<file path="config.mk">
export PLATFORM = sky130hd
export DESIGN_NAME = led_frame_stream_parser_top
export DESIGN_NICKNAME = d
export VERILOG_FILES = /design/src/hdl/lfsp_pkg.sv /design/src/hdl/led_frame_stream_parser_top.sv
export SDC_FILE = /design/constraint.sdc
export NUM_CORES = 1
export LEC_CHECK = 0
export ABC_AREA = 1
export BUFFER_PORTS_ARGS = -buffer_cell sky130_fd_sc_hd__buf_2
export CORE_UTILIZATION = 40
export DETAILED_ROUTE_END_ITERATION = 16
export PLACE_DENSITY = 0.6
export SLEW_MARGIN = 40
export SYNTH_ARGS = -nofsm -noshare
export SYNTH_HDL_FRONTEND = slang
export SYNTH_SLANG_ARGS = --single-unit
</file>
<file path="constraint.sdc">
create_clock -name clock -period 4.6 [get_ports clock]
set_input_delay 0.92 -clock clock [delete_from_list [all_inputs] [get_ports clock]]
set_output_delay 0.92 -clock clock [all_outputs]
set_load 0.02 [all_outputs]
</file>
<file path="src/hdl/lfsp_pkg.sv">
`timescale 1ns / 1ps
`default_nettype none

package lfsp_pkg;

   // Sizing
   localparam int MAX_LEDS = 4096;
   localparam int LED_W    = 13;
   localparam int POS_W    = 14;
   localparam int CNT_W    = 16;

   // Parser states
   localparam logic [3:0] ST_HEAD_A     = 4'd0;
   localparam logic [3:0] ST_HEAD_2     = 4'd1;
   localparam logic [3:0] ST_HEAD_3     = 4'd2;
   localparam logic [3:0] ST_COUNT_HI   = 4'd3;
   localparam logic [3:0] ST_COUNT_LO   = 4'd4;
   localparam logic [3:0] ST_HEAD_CHECK = 4'd5;
   localparam logic [3:0] ST_PAYLOAD    = 4'd6;
   localparam logic [3:0] ST_CALIB      = 4'd7;
   localparam logic [3:0] ST_SUM1       = 4'd8;
   localparam logic [3:0] ST_SUM2       = 4'd9;
   localparam logic [3:0] ST_SUMX       = 4'd10;

   // Event codes
   localparam logic [1:0] EV_NONE      = 2'd0;
   localparam logic [1:0] EV_FRAME     = 2'd1;
   localparam logic [1:0] EV_HANDSHAKE = 2'd2;
   localparam logic [1:0] EV_SLEEP     = 2'd3;

   // Error codes
   localparam logic [2:0] ER_NONE     = 3'd0;
   localparam logic [2:0] ER_HEADER   = 3'd1;
   localparam logic [2:0] ER_VERSION3 = 3'd2;
   localparam logic [2:0] ER_COUNT    = 3'd3;
   localparam logic [2:0] ER_CHECKSUM = 3'd4;

   // Framing bytes
   localparam logic [7:0] CH_UPPER_A    = 8'h41;
   localparam logic [7:0] CH_LOWER_W    = 8'h77;
   localparam logic [7:0] CH_UPPER_W    = 8'h57;
   localparam logic [7:0] CH_LOWER_A    = 8'h61;
   localparam logic [7:0] HDR_XOR       = 8'h55;
   localparam logic [CNT_W-1:0] SPECIAL_COUNT = 16'h2AA2;
   localparam logic [7:0] CHK_HANDSHAKE = 8'h15;
   localparam logic [7:0] CHK_SLEEP     = 8'h35;
   localparam logic [7:0] SUMX_ESCAPED  = 8'h41;
   localparam logic [7:0] SUMX_SUBST    = 8'hAA;
   localparam logic [2:0] CALIB_BYTES   = 3'd4;
   localparam logic [9:0] MOD_SUM       = 10'd255;

endpackage

`default_nettype wire

</file>
<file path="src/hdl/led_frame_stream_parser_top.sv">
`timescale 1ns / 1ps
`default_nettype none

// Channel   Ports                          Direction  Transfer when
// req       req_valid/req_stall/req_data_* in         req_valid && !req_stall
// rsp       rsp_valid/rsp_stall/rsp_*      out        rsp_valid && !rsp_stall
// csr       csr_write_enable/csr_write_data in        csr_write_enable
//
// One byte per cycle while rsp_stall is low; each byte passes through the input
// register, then the parse step into the result register.
// The parse step is one pass of compare, add and mod-255 fold logic.
// reset is synchronous, active high; led_count returns to 1, parser to idle.
// A stalled result holds; the input register still takes one more byte.
module led_frame_stream_parser_top (
   input  wire logic                       clock,
   input  wire logic                       reset,
   input  wire logic                       req_valid,
   output logic                            req_stall,
   input  wire logic [7:0]                 req_data_byte,
   output logic                            rsp_valid,
   input  wire logic                       rsp_stall,
   output logic [1:0]                      rsp_event_code,
   output logic [2:0]                      rsp_error_code,
   output logic                            rsp_pixel_valid,
   output logic [lfsp_pkg::POS_W-1:0]      rsp_pixel_index,
   output logic [7:0]                      rsp_pixel_byte,
   output logic                            rsp_frame_is_version2,
   input  wire logic                       csr_write_enable,
   input  wire logic [lfsp_pkg::LED_W-1:0] csr_write_data
);

   localparam int POS_W = lfsp_pkg::POS_W;
   localparam int LED_W = lfsp_pkg::LED_W;
   localparam int CNT_W = lfsp_pkg::CNT_W;

   // Configuration
   logic [LED_W-1:0] led_count_ff;

   // Input register
   logic       in_valid_ff;
   logic [7:0] in_byte_ff;

   // Frame state
   logic [3:0]       state_ff,  state_in;
   logic             v2_ff,     v2_in;
   logic [CNT_W-1:0] count_ff,  count_in;
   logic [7:0]       check_ff,  check_in;
   logic [POS_W-1:0] ppos_ff,   ppos_in;
   logic [POS_W-1:0] len_ff,    len_in;
   logic [2:0]       calib_ff,  calib_in;
   logic [7:0]       s1_ff,     s1_in;
   logic [7:0]       s2_ff,     s2_in;
   logic [7:0]       sx_ff,     sx_in;
   logic [POS_W-1:0] cpos_ff,   cpos_in;

   // Result register
   logic                 rsp_valid_ff;
   logic [1:0]           ev_ff;
   logic [2:0]           er_ff;
   logic                 pv_ff;
   logic [POS_W-1:0]     pidx_ff;
   logic [7:0]           pbyte_ff;
   logic                 v2o_ff;

   logic work;
   logic in_free;

   // Step outputs
   logic [1:0]       ev;
   logic [2:0]       er;
   logic             pv;
   logic [POS_W-1:0] pidx;
   logic [7:0]       pbyte;
   logic             v2_out;
   logic             do_clear;

   // Checksum datapath
   logic [9:0]       s1_sum, s1_red, s2_sum, s2_red, sx_sum, sx_fold;
   logic [7:0]       s1_new, s2_new, sx_new, sx_expect;
   logic [CNT_W:0]   count_plus1;
   logic [POS_W:0]   ppos_next;
   logic [POS_W+1:0] len_calc;
   logic             count_ok;
   logic [7:0]       b;

   assign b    = in_byte_ff;
   assign work = in_valid_ff && (!rsp_valid_ff || !rsp_stall);
   assign in_free   = !in_valid_ff || work;
   assign req_stall = !in_free;

   // Mod-255 sums; 256 folds to 1 for the position high byte
   always_comb begin
      s1_sum  = {2'b00, s1_ff} + {2'b00, b};
      s1_red  = (s1_sum >= lfsp_pkg::MOD_SUM) ? s1_sum - lfsp_pkg::MOD_SUM : s1_sum;
      s1_new  = s1_red[7:0];
      s2_sum  = {2'b00, s2_ff} + {2'b00, s1_new};
      s2_red  = (s2_sum >= lfsp_pkg::MOD_SUM) ? s2_sum - lfsp_pkg::MOD_SUM : s2_sum;
      s2_new  = s2_red[7:0];
      sx_sum  = {2'b00, sx_ff} + {{(10-(POS_W-8)){1'b0}}, cpos_ff[POS_W-1:8]}
              + {2'b00, b ^ cpos_ff[7:0]};
      sx_fold = {8'd0, sx_sum[9:8]} + {2'b00, sx_sum[7:0]};
      sx_new  = (sx_fold >= lfsp_pkg::MOD_SUM) ? 8'(sx_fold - lfsp_pkg::MOD_SUM)
                                               : sx_fold[7:0];
      sx_expect = (sx_ff != lfsp_pkg::SUMX_ESCAPED) ? sx_ff : lfsp_pkg::SUMX_SUBST;
   end

   // Header count check and payload length
   always_comb begin
      count_plus1 = {1'b0, count_ff} + {{CNT_W{1'b0}}, 1'b1};
      count_ok    = (count_plus1 == {{(CNT_W+1-LED_W){1'b0}}, led_count_ff})
                 && (led_count_ff != '0)
                 && ({{(32-LED_W){1'b0}}, led_count_ff} <= 32'(lfsp_pkg::MAX_LEDS));
      len_calc    = {2'b00, led_count_ff, 1'b0} + {3'b000, led_count_ff};
      ppos_next   = {1'b0, ppos_ff} + {{POS_W{1'b0}}, 1'b1};
   end

   // Parse one byte
   always_comb begin
      state_in = state_ff;
      v2_in    = v2_ff;
      count_in = count_ff;
      check_in = check_ff;
      ppos_in  = ppos_ff;
      len_in   = len_ff;
      calib_in = calib_ff;
      s1_in    = s1_ff;
      s2_in    = s2_ff;
      sx_in    = sx_ff;
      cpos_in  = cpos_ff;
      ev       = lfsp_pkg::EV_NONE;
      er       = lfsp_pkg::ER_NONE;
      pv       = 1'b0;
      pidx     = '0;
      pbyte    = 8'd0;
      do_clear = 1'b0;

      case (state_ff)
         lfsp_pkg::ST_HEAD_A: begin
            if (b == lfsp_pkg::CH_UPPER_A) state_in = lfsp_pkg::ST_HEAD_2;
         end
         lfsp_pkg::ST_HEAD_2: begin
            if (b == lfsp_pkg::CH_LOWER_W) begin
               state_in = lfsp_pkg::ST_HEAD_3;
            end else begin
               er = (b == lfsp_pkg::CH_UPPER_W) ? lfsp_pkg::ER_VERSION3
                                                : lfsp_pkg::ER_HEADER;
               do_clear = 1'b1;
            end
         end
         lfsp_pkg::ST_HEAD_3: begin
            if (b == lfsp_pkg::CH_LOWER_A) begin
               v2_in    = 1'b0;
               state_in = lfsp_pkg::ST_COUNT_HI;
            end else if (b == lfsp_pkg::CH_UPPER_A) begin
               v2_in    = 1'b1;
               state_in = lfsp_pkg::ST_COUNT_HI;
            end else begin
               er       = lfsp_pkg::ER_HEADER;
               do_clear = 1'b1;
            end
         end
         lfsp_pkg::ST_COUNT_HI: begin
            count_in = {b, 8'd0};
            check_in = b;
            s1_in    = 8'd0;
            s2_in    = 8'd0;
            sx_in    = 8'd0;
            cpos_in  = '0;
            ppos_in  = '0;
            state_in = lfsp_pkg::ST_COUNT_LO;
         end
         lfsp_pkg::ST_COUNT_LO: begin
            count_in = count_ff + {8'd0, b};
            check_in = check_ff ^ b ^ lfsp_pkg::HDR_XOR;
            state_in = lfsp_pkg::ST_HEAD_CHECK;
         end
         lfsp_pkg::ST_HEAD_CHECK: begin
            if (check_ff != b) begin
               if (count_ff == lfsp_pkg::SPECIAL_COUNT && b == lfsp_pkg::CHK_HANDSHAKE) begin
                  ev       = lfsp_pkg::EV_HANDSHAKE;
                  do_clear = 1'b1;
               end else if (count_ff == lfsp_pkg::SPECIAL_COUNT &&
                            b == lfsp_pkg::CHK_SLEEP) begin
                  ev       = lfsp_pkg::EV_SLEEP;
                  do_clear = 1'b1;
               end else begin
                  er       = lfsp_pkg::ER_HEADER;
                  do_clear = 1'b1;
               end
            end else if (!count_ok) begin
               er       = lfsp_pkg::ER_COUNT;
               do_clear = 1'b1;
            end else begin
               len_in   = len_calc[POS_W-1:0];
               state_in = lfsp_pkg::ST_PAYLOAD;
            end
         end
         lfsp_pkg::ST_PAYLOAD: begin
            pv      = 1'b1;
            pidx    = ppos_ff;
            pbyte   = b;
            s1_in   = s1_new;
            s2_in   = s2_new;
            sx_in   = sx_new;
            cpos_in = cpos_ff + {{(POS_W-1){1'b0}}, 1'b1};
            ppos_in = ppos_next[POS_W-1:0];
            if (ppos_next >= {1'b0, len_ff}) begin
               if (v2_ff) begin
                  calib_in = lfsp_pkg::CALIB_BYTES;
                  state_in = lfsp_pkg::ST_CALIB;
               end else begin
                  state_in = lfsp_pkg::ST_SUM1;
               end
            end
         end
         lfsp_pkg::ST_CALIB: begin
            s1_in    = s1_new;
            s2_in    = s2_new;
            sx_in    = sx_new;
            cpos_in  = cpos_ff + {{(POS_W-1){1'b0}}, 1'b1};
            calib_in = calib_ff - 3'd1;
            if (calib_ff == 3'd1) state_in = lfsp_pkg::ST_SUM1;
         end
         lfsp_pkg::ST_SUM1: begin
            if (b != s1_ff) begin
               er       = lfsp_pkg::ER_CHECKSUM;
               do_clear = 1'b1;
            end else begin
               state_in = lfsp_pkg::ST_SUM2;
            end
         end
         lfsp_pkg::ST_SUM2: begin
            if (b != s2_ff) begin
               er       = lfsp_pkg::ER_CHECKSUM;
               do_clear = 1'b1;
            end else begin
               state_in = lfsp_pkg::ST_SUMX;
            end
         end
         lfsp_pkg::ST_SUMX: begin
            if (b != sx_expect) begin
               er = lfsp_pkg::ER_CHECKSUM;
            end else begin
               ev = lfsp_pkg::EV_FRAME;
            end
            do_clear = 1'b1;
         end
         default: begin
            do_clear = 1'b1;
         end
      endcase

      // Drop frame state; an offending 'A' restarts the header on errors
      if (do_clear) begin
         v2_in    = 1'b0;
         count_in = '0;
         check_in = 8'd0;
         ppos_in  = '0;
         len_in   = '0;
         calib_in = 3'd0;
         s1_in    = 8'd0;
         s2_in    = 8'd0;
         sx_in    = 8'd0;
         cpos_in  = '0;
         if (er != lfsp_pkg::ER_NONE && b == lfsp_pkg::CH_UPPER_A) begin
            state_in = lfsp_pkg::ST_HEAD_2;
         end else begin
            state_in = lfsp_pkg::ST_HEAD_A;
         end
      end

      v2_out = (ev == lfsp_pkg::EV_FRAME) ? v2_ff : v2_in;
   end

   // Hold configuration
   always_ff @(posedge clock) begin
      if (reset) begin
         led_count_ff <= {{(LED_W-1){1'b0}}, 1'b1};
      end else if (csr_write_enable) begin
         led_count_ff <= csr_write_data;
      end
   end

   // Capture input transfer
   always_ff @(posedge clock) begin
      if (reset) begin
         in_valid_ff <= 1'b0;
      end else if (in_free) begin
         in_valid_ff <= req_valid;
      end
      if (in_free && req_valid) in_byte_ff <= req_data_byte;
   end

   // Advance frame state
   always_ff @(posedge clock) begin
      if (reset) begin
         state_ff <= lfsp_pkg::ST_HEAD_A;
         v2_ff    <= 1'b0;
         count_ff <= '0;
         check_ff <= 8'd0;
         ppos_ff  <= '0;
         len_ff   <= '0;
         calib_ff <= 3'd0;
         s1_ff    <= 8'd0;
         s2_ff    <= 8'd0;
         sx_ff    <= 8'd0;
         cpos_ff  <= '0;
      end else if (work) begin
         state_ff <= state_in;
         v2_ff    <= v2_in;
         count_ff <= count_in;
         check_ff <= check_in;
         ppos_ff  <= ppos_in;
         len_ff   <= len_in;
         calib_ff <= calib_in;
         s1_ff    <= s1_in;
         s2_ff    <= s2_in;
         sx_ff    <= sx_in;
         cpos_ff  <= cpos_in;
      end
   end

   // Load result register
   always_ff @(posedge clock) begin
      if (reset) begin
         rsp_valid_ff <= 1'b0;
      end else if (work) begin
         rsp_valid_ff <= 1'b1;
      end else if (!rsp_stall) begin
         rsp_valid_ff <= 1'b0;
      end
      if (work) begin
         ev_ff    <= ev;
         er_ff    <= er;
         pv_ff    <= pv;
         pidx_ff  <= pidx;
         pbyte_ff <= pbyte;
         v2o_ff   <= v2_out;
      end
   end

   assign rsp_valid             = rsp_valid_ff;
   assign rsp_event_code        = ev_ff;
   assign rsp_error_code        = er_ff;
   assign rsp_pixel_valid       = pv_ff;
   assign rsp_pixel_index       = pidx_ff;
   assign rsp_pixel_byte        = pbyte_ff;
   assign rsp_frame_is_version2 = v2o_ff;

   // Parser never leaves the defined state range
   a_state_range: assert property (@(posedge clock) disable iff (reset)
      1'b1 |=> state_ff <= lfsp_pkg::ST_SUMX)
      else $error("parser state out of range");

   // Payload position stays below the latched frame length
   a_payload_bound: assert property (@(posedge clock) disable iff (reset)
      state_ff == lfsp_pkg::ST_PAYLOAD |-> ppos_ff < len_ff)
      else $error("payload position past frame length");

   // Calibration countdown is live while in calibration
   a_calib_count: assert property (@(posedge clock) disable iff (reset)
      state_ff == lfsp_pkg::ST_CALIB |-> calib_ff != 3'd0 && calib_ff <= lfsp_pkg::CALIB_BYTES)
      else $error("calibration count invalid");

   // A payload transfer carries no event and no error
   a_pixel_clean: assert property (@(posedge clock) disable iff (reset)
      rsp_valid && rsp_pixel_valid |->
         rsp_event_code == lfsp_pkg::EV_NONE && rsp_error_code == lfsp_pkg::ER_NONE)
      else $error("payload byte flagged with event or error");

endmodule

`default_nettype wire
</file>
==> flow_summary.yaml, run 1 <==
layout:
  diodes: 0
  syn_to_final_growth_pct: 12.63
  final_net_count: 1843
  fin_area_um2: 12850
  drive_above_1_share_pct: 11.42
  finalNonFillerCells: 2120
placement:
  port_buffers: 56
  dp_hpwl_um: 22980
  dpl.cell_count: 2083
  gp_congestion: 0.9098
  dp_slack_ns: 0.01316
  dpl_cell_area_um2: 12090
min_path:
  hp-class: "flip-flop to flip-flop"
  hold_start: "len_ff[1]$_SDFFE_PP0P_"
synth:
  syn-cell-area_um2: 11410
  avgSynthCellArea_um2: 6.796
  synth_top_area_share_pct: 19.82
  synth_cells: 1679
  yosysSeqAreaShare_pct: 29.56
  synth_nets: 1793
  synth.most_common_cell: "nand2_1"
  synth_edf_count: 37
  synth.top_cells.by_area: "dfxtp_1 (20%), nand2_1 (13%), edfxtp_1 (9.7%)"
  synthArstFlopShare_pct: 0
  yosys-top-cells-count: "nand2_1 (383), inv_1 (226), nand3_1 (166)"
  synth.ff_latch_count: 150
  synth_cell_types: 46
  synth_flop_cell: "dfxtp_1"
  synth_area_leader_cell: "dfxtp_1"
  ys_warn_count: 0
timing:
  whs_ns: 0.4644
  fin_ws_ns: 0.1996
  hold_violations: 0
  setup_viol_count_final: 0
  max_slew_margin_pct: 42.45
  fin_crit_ns: 4.400
  worst_pin_slew_ns: 0.8633
  drv_slew: 0
  period_share_pct: 95.66
  skew_ns: 0.01434
  fmax_mhz: 227.3
die:
  start_util_pct: 40.85
  fp.dieArea_um2: 29210
  core-area_um2: 27930
  die_h_um: 170.9
  die_w_um: 170.9
  ioPinCount: 57
  rows: 61
clocking:
  cts_tree: "done"
  numCtsBuffers: 17
  cts-root-buf: "clkbuf_16"
  clock-sinks: 150
  htreeDepth: 4
  clockBufferDepth: 2
  cts.reportedPaths.clkPinSlew_ns: 0.07
  hold_buffers: 0
  insertion_delay_ns: 0.44
worst_setup_path:
  cp-end-kind: "flip-flop"
  cp_common_cell: "nand2_1"
  r2r-start: "b[3]$_DFFE_PP_"
  cp_slowest_stage_delay_ns: 0.39
  slowest_stage: "edfxtp_1"
  cp_top_family: "simple AND/OR/NAND/NOR gates"
  crit_type: "flip-flop to flip-flop"
  startpoint_type: "flip-flop"
  required_ns: 4.88
  worstPathMaxFanout: 7
  crit_buf_inv: 5
  crit_start: "b[3]$_DFFE_PP_"
  cp_data_arrival_time_ns: 4.68
global_route:
  grt_max_degree: 69
  antenna_found_initial: 0
  grt_usage_pct: 21.45
  grt_pass1_vias: 9994
  grt_pass1_wl_um: 49720
  overflow: 0
route:
  drc_errors: 0
  routed_wl_um: 30750
  dr.first_iter.drc_count: 712
  postRouteAntennaNets: 0
  avgRoutedWirePerCell_um: 14.50
  via_per_inst: 5.166
  vias: 10952
  first_pass_iters: 6
outcome:
  run_status: "finished, final reports clean"
power:
  powerDensity_nw_per_um2: 259.8
  peakVddDrop_mv: 0.2086
  power_leakage_nw: 5.714
  total_power_mw: 3.339
flow_run:
  maxCapViolCount: 0
## kinds of logic (layout without fill, tap and decap cells)
kind of cell,Yosys count,in the layout,share of synthesized area [%]
and+or+nand+nor,825,826,32.07
buffers and inverters,288,350,10.21
AOI/OAI and AO/OA,254,254,11.92
DFF,150,150,29.56
adders and majority gates,88,88,10.44
xor gates and xnor gates,74,74,5.800
## flip-flops by register name, indices dropped and copies added (netlist names), 2 cells and up
signal	cells
check_ff	8
rsp_error_code	3
cpos_ff	14
rsp_event_code	2
calib_ff	3
count_ff	16
state_ff	4
led_count_ff	13
len_ff	14
sx_ff	8
s2_ff	8
b	8
rsp_pixel_index	14
s1_ff	8
rsp_pixel_byte	8
ppos_ff	14
## cell type report
| cell class | count | area, um2 |
|---|---|---|
| fillers | 2886 | 15080 |
| multi-input cells | 1242 | 7019 |
| flip-flops and latches | 150 | 3373 |
| inverters | 229 | 859.6 |
| repair buffers | 89 | 528.0 |
| well taps | 378 | 473.0 |
| clock buffers | 17 | 425.4 |
| clock inverters | 15 | 173.9 |
## cells in the final DEF, fill, tap and decap left out, types with 3 or more instances in the layout
master,count
a21o_1,3
a21oi_1,155
a21oi_2,3
a31oi_1,6
buf_2,56
buf_4,33
clkbuf_16,17
clkinv_4,3
clkinv_8,4
dfxtp_1,113
edfxtp_1,37
fa_1,10
ha_1,74
inv_1,226
inv_2,3
inv_6,3
inv_8,5
nand2_1,380
nand2_2,7
nand3_1,162
nand3_2,16
nand3b_1,10
nand4_1,30
nor2_1,153
nor2_2,12
nor2_4,3
nor3_1,21
nor3_2,3
nor4_1,5
o211ai_1,7
o21a_1,4
o21ai_0,59
o21ai_1,3
o31ai_1,4
or2_2,17
xnor2_1,33
xor2_1,37
xor2_2,3
## power breakdown
part | leakage [nW] | internal (mW) | switching, mW
Combinational | 4.14 | 0.173 | 0.325
Sequential | 1.28 | 1.38 | 0.0360
Clock | 0.293 | 0.735 | 0.689
Total | 5.71 | 2.29 | 1.05
## timing repair
item                       in CTS  in global routing
gates cloned                    0                  1
pin swaps                       0                  7
setup buffers                   0                  4
resized for setup               1                 29
setup endpoints to repair       3                 16
## per-stage QoR
step / setup TNS (ns) / utilization, %
final: 0 / 46.01
after global routing: -1.345 / 46.01
after CTS: 0 / 45.47
after detailed placement: 0 / 43.29
after global placement: 0 / 43.27
after floorplan: 0 / -
## tightest hold or removal path: cells and delay by family, from the launching register on
kind | cells | cell delay [ns]
flip-flops | 1 | 0.31
AND/OR/NAND/NOR | 1 | 0.06
AO/OA/AOI/OAI | 1 | 0.05
## metal layers
layer / share of wire [%] / track usage (%)
met2: 45 / 33.45
met5: 0 / 0
met3: 4.6 / 3.238
met4: 1.5 / 6.134
met1: 49 / 30.53
## worst paths after layout
| check | slack [ns] | cells past startpoint | end |
|---|---|---|---|
| max | 0.20 | 30 | s2_ff[6]$_SDFFE_PP0P_ |
| min | 0.46 | 2 | len_ff[1]$_SDFFE_PP0P_ |
| max reg2reg | 0.20 | 30 | s2_ff[6]$_SDFFE_PP0P_ |
| min reg2reg | 0.46 | 2 | len_ff[1]$_SDFFE_PP0P_ |
No activity file was read; power rests on OpenSTA's default activity.
==> run 2: changes to the inputs <==
- CELL_PAD_IN_SITES_DETAIL_PLACEMENT: not set -> 2
- CELL_PAD_IN_SITES_GLOBAL_PLACEMENT: not set -> 2
- CORE_UTILIZATION: 40 -> 32
- MAX_ROUTING_LAYER: not set -> met4
- PLACE_DENSITY: 0.6 -> 0.79
==> run 2 against run 1 <==
Against the previous run:
- via count increased by 4.8%
- global-route usage grew 2.3 points
- highest routed layer unchanged
- wire length is 37% higher
- critical endpoint unchanged
- clock power rose by 7%
- first-iteration DRC count down 45%
- cell count up 4.6%
- worst setup slack got worse by 0.088 ns
- total power is 5.0% higher
- register-to-register slack worse by 0.09 ns
- cell area up 4.7%
==> flow_summary.yaml, run 2 (synthesized netlist as in run 1, its figures left out) <==
global_route:
  antenna_found_initial: 0
  overflow: 0
  grt_usage_pct: 23.76
  grt_pass1_vias: 12366
  grt_pass1_wl_um: 65900
  grt_max_degree: 69
timing:
  drv_slew: 0
  fin_crit_ns: 4.488
  setup_viol_count_final: 0
  fin_ws_ns: 0.1119
  fin_tns_setup_ns: 0
  rsz0062_at_grt: "yes"
  max_slew_margin_pct: 41.19
  period_share_pct: 97.57
  worst_pin_slew_ns: 0.8741
  fmax_mhz: 222.8
  skew_ns: 0.01392
  hold_violations: 0
placement:
  dp_hpwl_um: 30820
  port_buffers: 56
  gp_congestion: 0.8686
  dp_slack_ns: -0.2974
route:
  first_pass_iters: 5
  via_per_inst: 5.178
  vias: 11479
  drc_errors: 0
  postRouteAntennaNets: 0
  dr.first_iter.drc_count: 395
  avgRoutedWirePerCell_um: 18.95
  routed_wl_um: 42020
power:
  total_power_mw: 3.508
  power_leakage_nw: 5.830
  peakVddDrop_mv: 0.2851
  powerDensity_nw_per_um2: 260.8
die:
  die_w_um: 190.8
  core-area_um2: 34800
  die_h_um: 190.8
  fp.dieArea_um2: 36420
  rows: 68
  start_util_pct: 32.79
  ioPinCount: 57
worst_setup_path:
  cp_top_family: "simple AND/OR/NAND/NOR gates"
  cp-end-kind: "flip-flop"
  cp_common_cell: "nand2_2"
  worstPathMaxFanout: 5
  reg2reg_slack_ns: 0.11
  cp_data_arrival_time_ns: 4.86
  crit_buf_inv: 4
  startpoint_type: "flip-flop"
  slowest_stage: "edfxtp_1"
  required_ns: 4.97
  crit_type: "flip-flop to flip-flop"
  cp_slowest_stage_delay_ns: 0.49
layout:
  mostFrequentLayoutCell: "nand2_1"
  syn_to_final_growth_pct: 17.87
  nFillCells: 4143
  layout_common_cells: "nand2_1 (367), inv_1 (222), nand3_1 (157)"
  regMostFlops: "count_ff"
  final_net_count: 1863
  drive_above_1_share_pct: 15.21
  diodes: 0
  largest_reg_flops: 16
clocking:
  clock-sinks: 150
  htreeDepth: 4
  hold_buffers: 0
  clockBufferDepth: 2
  cts-root-buf: "clkbuf_16"
  numCtsBuffers: 17
  cts.reportedPaths.clkPinSlew_ns: 0.06
  cts_tree: "done"
  insertion_delay_ns: 0.45
outcome:
  run_status: "finished, final reports clean"
min_path:
  hp-class: "flip-flop to flip-flop"
flow_run:
  maxCapViolCount: 0
## run 2: cell types whose count changed in the layout (fill, tap and decap cells not counted), sizes merged
cell,before,now
clkbuf,17,20
bufinv,0,4
clkinv,7,5
clkinvlp,0,2
inv,237,230
buf,89,109
## run 2: layer usage
| layer | vias to the layer above | wire length [um] | track usage, % |
|---|---|---|---|
| li1 | 5610 | - | - |
| met2 | 111 | 21410 | 40.82 |
| met1 | 5715 | 19210 | 29.24 |
| met4 | 0 | 570 | 6.062 |
| met3 | 43 | 829 | 2.963 |
| met5 | - | 0 | - |
## run 2: repair_timing
action	4_1_cts	5_1_grt
gates cloned	0	1
pin swaps	1	29
gates resized for setup	18	81
setup endpoints to repair	16	16
setup buffers	1	21
## run 2: path summary, 6_finish.rpt
kind,start,end,cells past startpoint
max reg2reg,b[4]$_DFFE_PP_,s2_ff[6]$_SDFFE_PP0P_,29
min reg2reg,len_ff[13]$_SDFFE_PP0P_,len_ff[13]$_SDFFE_PP0P_,2
min,len_ff[13]$_SDFFE_PP0P_,len_ff[13]$_SDFFE_PP0P_,2
max,b[4]$_DFFE_PP_,s2_ff[6]$_SDFFE_PP0P_,29
## run 2: power by group
part           switching [mW]  internal (mW)
clock network           0.609          0.911
registers              0.0409           1.38
logic                   0.370          0.192
total                    1.02           2.49
## run 2: worst register-to-register path, delay by kind of cell, from the launching register on
kind                       cells  cell delay, ns
xor gates and xnor gates       2            0.63
AOI/OAI and AO/OA              3            0.55
DFF                            1            0.49
adders and majority gates      3            0.92
buffers and inverters          4            0.26
and+or+nand+nor               17            1.58
## run 2: stage by stage
stage | cells | area (um2) | util [%] | hold slack, ns
floorplan | 1679 | 11410 | - | 0.4436
global placement | 2163 | 12220 | 35.11 | 0.4541
detailed placement | 2163 | 12220 | 35.11 | 0.4623
CTS | 2196 | 12930 | 37.15 | 0.4721
global route | 2217 | 13450 | 38.65 | 0.4951
finish | 2217 | 13450 | 38.65 | 0.4685
## run 2: cell type report
class | count | area [um2] | share of cell area (%)
Clock buffer | 20 | 437.9 | 3.256
Sequential cell | 150 | 3373 | 25.08
Clock inverter | 12 | 177.7 | 1.321
Tap cell | 455 | 569.3 | 4.233
Timing Repair Buffer | 109 | 713.2 | 5.302
Inverter | 229 | 859.6 | 6.391
Multi-Input combinational cell | 1242 | 7320 | 54.42
==> run 3: changes to the inputs <==
- CELL_PAD_IN_SITES_DETAIL_PLACEMENT: 2 -> not set
- CELL_PAD_IN_SITES_GLOBAL_PLACEMENT: 2 -> not set
- CORE_UTILIZATION: 32 -> 40
- PLACE_DENSITY: 0.79 -> 0.6
==> run 3 against run 2 <==
Against the previous run:
- cell area decreased by 4.2%
- critical path depth shrank 4
- combinational power is 12% lower
- die area down 20%
- non-clock buffer count is 18 lower
- clock power down 7%
- via count down 6.1%
- sequential cell count stayed put
- critical path type unchanged
- critical endpoint is now sx_ff[5]$_SDFFE_PP0P_
==> flow_summary.yaml, run 3 (synthesized netlist as in run 1, its figures left out) <==
timing:
  hold_violations: 0
  fin_ws_ns: 0.2663
  skew_ns: 0.01534
  whs_ns: 0.4658
  fin_tns_setup_ns: 0
  worst_pin_slew_ns: 0.8378
  period_share_pct: 94.21
  drv_slew: 0
  max_slew_margin_pct: 44.15
  fmax_mhz: 230.8
  setup_viol_count_final: 0
  fin_crit_ns: 4.334
global_route:
  overflow: 0
  grt_max_degree: 69
  grt_pass1_wl_um: 49670
  antenna_found_initial: 0
  grt_usage_pct: 22.03
  grt_pass1_vias: 9904
worst_setup_path:
  crit_type: "flip-flop to flip-flop"
  cp_top_family: "simple AND/OR/NAND/NOR gates"
  cp-end-kind: "flip-flop"
  cp_data_arrival_time_ns: 4.69
  slowest_stage: "fa_1"
  crit_buf_inv: 2
  required_ns: 4.96
  cp_slowest_stage_delay_ns: 0.48
  startpoint_type: "flip-flop"
  r2r_cells: 25
  r2r-start: "b[3]$_DFFE_PP_"
  worstReg2RegEnd: "sx_ff[5]$_SDFFE_PP0P_"
  cp_common_cell: "nand2_1"
  worstPathMaxFanout: 6
  reg2reg_slack_ns: 0.27
flow_run:
  maxCapViolCount: 0
placement:
  dp_hpwl_um: 22840
  dpl_cell_area_um2: 12090
  dpl.cell_count: 2082
  port_buffers: 56
  dp_slack_ns: 0.06991
  gp_congestion: 0.9215
route:
  postRouteAntennaNets: 0
  dr.first_iter.drc_count: 737
  wl_met2_um: 13610
  via_per_inst: 5.082
  first_pass_iters: 7
  maxUsedRoutingLayer: "met4"
  wl_met1_um: 15350
  drc_errors: 0
  routed_wl_um: 30540
  vias: 10778
  avgRoutedWirePerCell_um: 14.40
  wl_met3_um: 1126
clocking:
  clock-sinks: 150
  numCtsBuffers: 17
  cts.reportedPaths.clkPinSlew_ns: 0.07
  insertion_delay_ns: 0.44
  clockBufferDepth: 2
  cts_tree: "done"
  cts-root-buf: "clkbuf_16"
  htreeDepth: 4
power:
  powerDensity_nw_per_um2: 257.8
  power_leakage_nw: 5.701
  peakVddDrop_mv: 0.2142
die:
  start_util_pct: 40.85
  ioPinCount: 57
  rows: 61
  die_w_um: 170.9
  core-area_um2: 27930
  die_h_um: 170.9
  fp.dieArea_um2: 29210
min_path:
  hp-class: "flip-flop to flip-flop"
  holdPathEnd: "len_ff[7]$_SDFFE_PP0P_"
  hold_start: "len_ff[7]$_SDFFE_PP0P_"
  hold_depth: 2
layout:
  multi_input_area_um2: 7043
  final_net_count: 1844
  largest_reg_flops: 16
  finalNonFillerCells: 2121
  regMostFlops: "count_ff"
  nFillCells: 2900
  layout_common_cells: "nand2_1 (379), inv_1 (226), nand3_1 (162)"
  diodes: 0
  syn_to_final_growth_pct: 12.91
  mostFrequentLayoutCell: "nand2_1"
  drive_above_1_share_pct: 11.53
  register_area_um2: 3373
  fin_area_um2: 12880
outcome:
  run_status: "finished, final reports clean"
[run 3: repair_timing]
item,in CTS,in global routing
hold buffers,0,0
gates resized for setup,0,33
buffers inserted,0,7
endpoints found under the setup margin,0,16
[run 3: metrics by stage]
step | utilization, % | total power [mW]
after floorplan | - | 1.803
after global placement | 43.24 | 1.929
after detailed placement | 43.27 | 1.932
after CTS | 45.36 | 3.335
after global routing | 46.12 | 3.465
final | 46.12 | 3.322
[run 3: final cells by class]
cell class | count | area share [%]
clock buffers | 17 | 3.302
clock inverters | 15 | 1.233
inverters | 229 | 6.672
multi-input cells | 1241 | 54.67
flip-flops and latches | 150 | 26.18
well taps | 378 | 3.671
repair buffers | 91 | 4.273
[run 3: worst max-delay path by stage]
stage	depth (start not counted)	end	startpoint	slack [ns]
global placement	27	sx_ff[2]$_SDFFE_PP0P_	b[3]$_DFFE_PP_	0.17
detailed placement	27	sx_ff[2]$_SDFFE_PP0P_	b[3]$_DFFE_PP_	0.07
CTS	26	s2_ff[6]$_SDFFE_PP0P_	b[0]$_DFFE_PP_	0.03
floorplan	27	s2_ff[6]$_SDFFE_PP0P_	b[0]$_DFFE_PP_	0.23
finish	25	sx_ff[5]$_SDFFE_PP0P_	b[3]$_DFFE_PP_	0.27
global route	29	s2_ff[1]$_SDFFE_PP0P_	b[3]$_DFFE_PP_	-0.06
[run 3: report_power, final]
group	total (mW)	switching, mW	internal, mW
Clock	1.41	0.679	0.727
Sequential	1.42	0.0352	1.38
Combinational	0.498	0.322	0.176
[run 3: metal layers]
layer	up-vias	track usage, %
met5	-	-
met4	0	6.444
met3	31	2.591
li1	5603	-
met2	220	33.61
met1	4924	30.52
[run 3: worst reg2reg max path: stages, from the launching register on]
cell and delay [ns]:
edfxtp_1 0.46, buf_6 0.19, xnor2_2 0.15, fa_1 0.48
inv_1 0.06, ha_4 0.27, a21oi_2 0.20, or2_2 0.15
nand3_1 0.06, nand2_1 0.08, nand2_1 0.06, a21oi_1 0.18
xor2_1 0.20, ha_1 0.21, fa_2 0.24, nand2_1 0.08
nor2_1 0.13, nand3_2 0.10, nor2_1 0.15, nand2_1 0.09
nand2_1 0.07, nor2_2 0.05, nand3_2 0.11, nand2_1 0.07
or2_2 0.28, a21oi_1 0.14
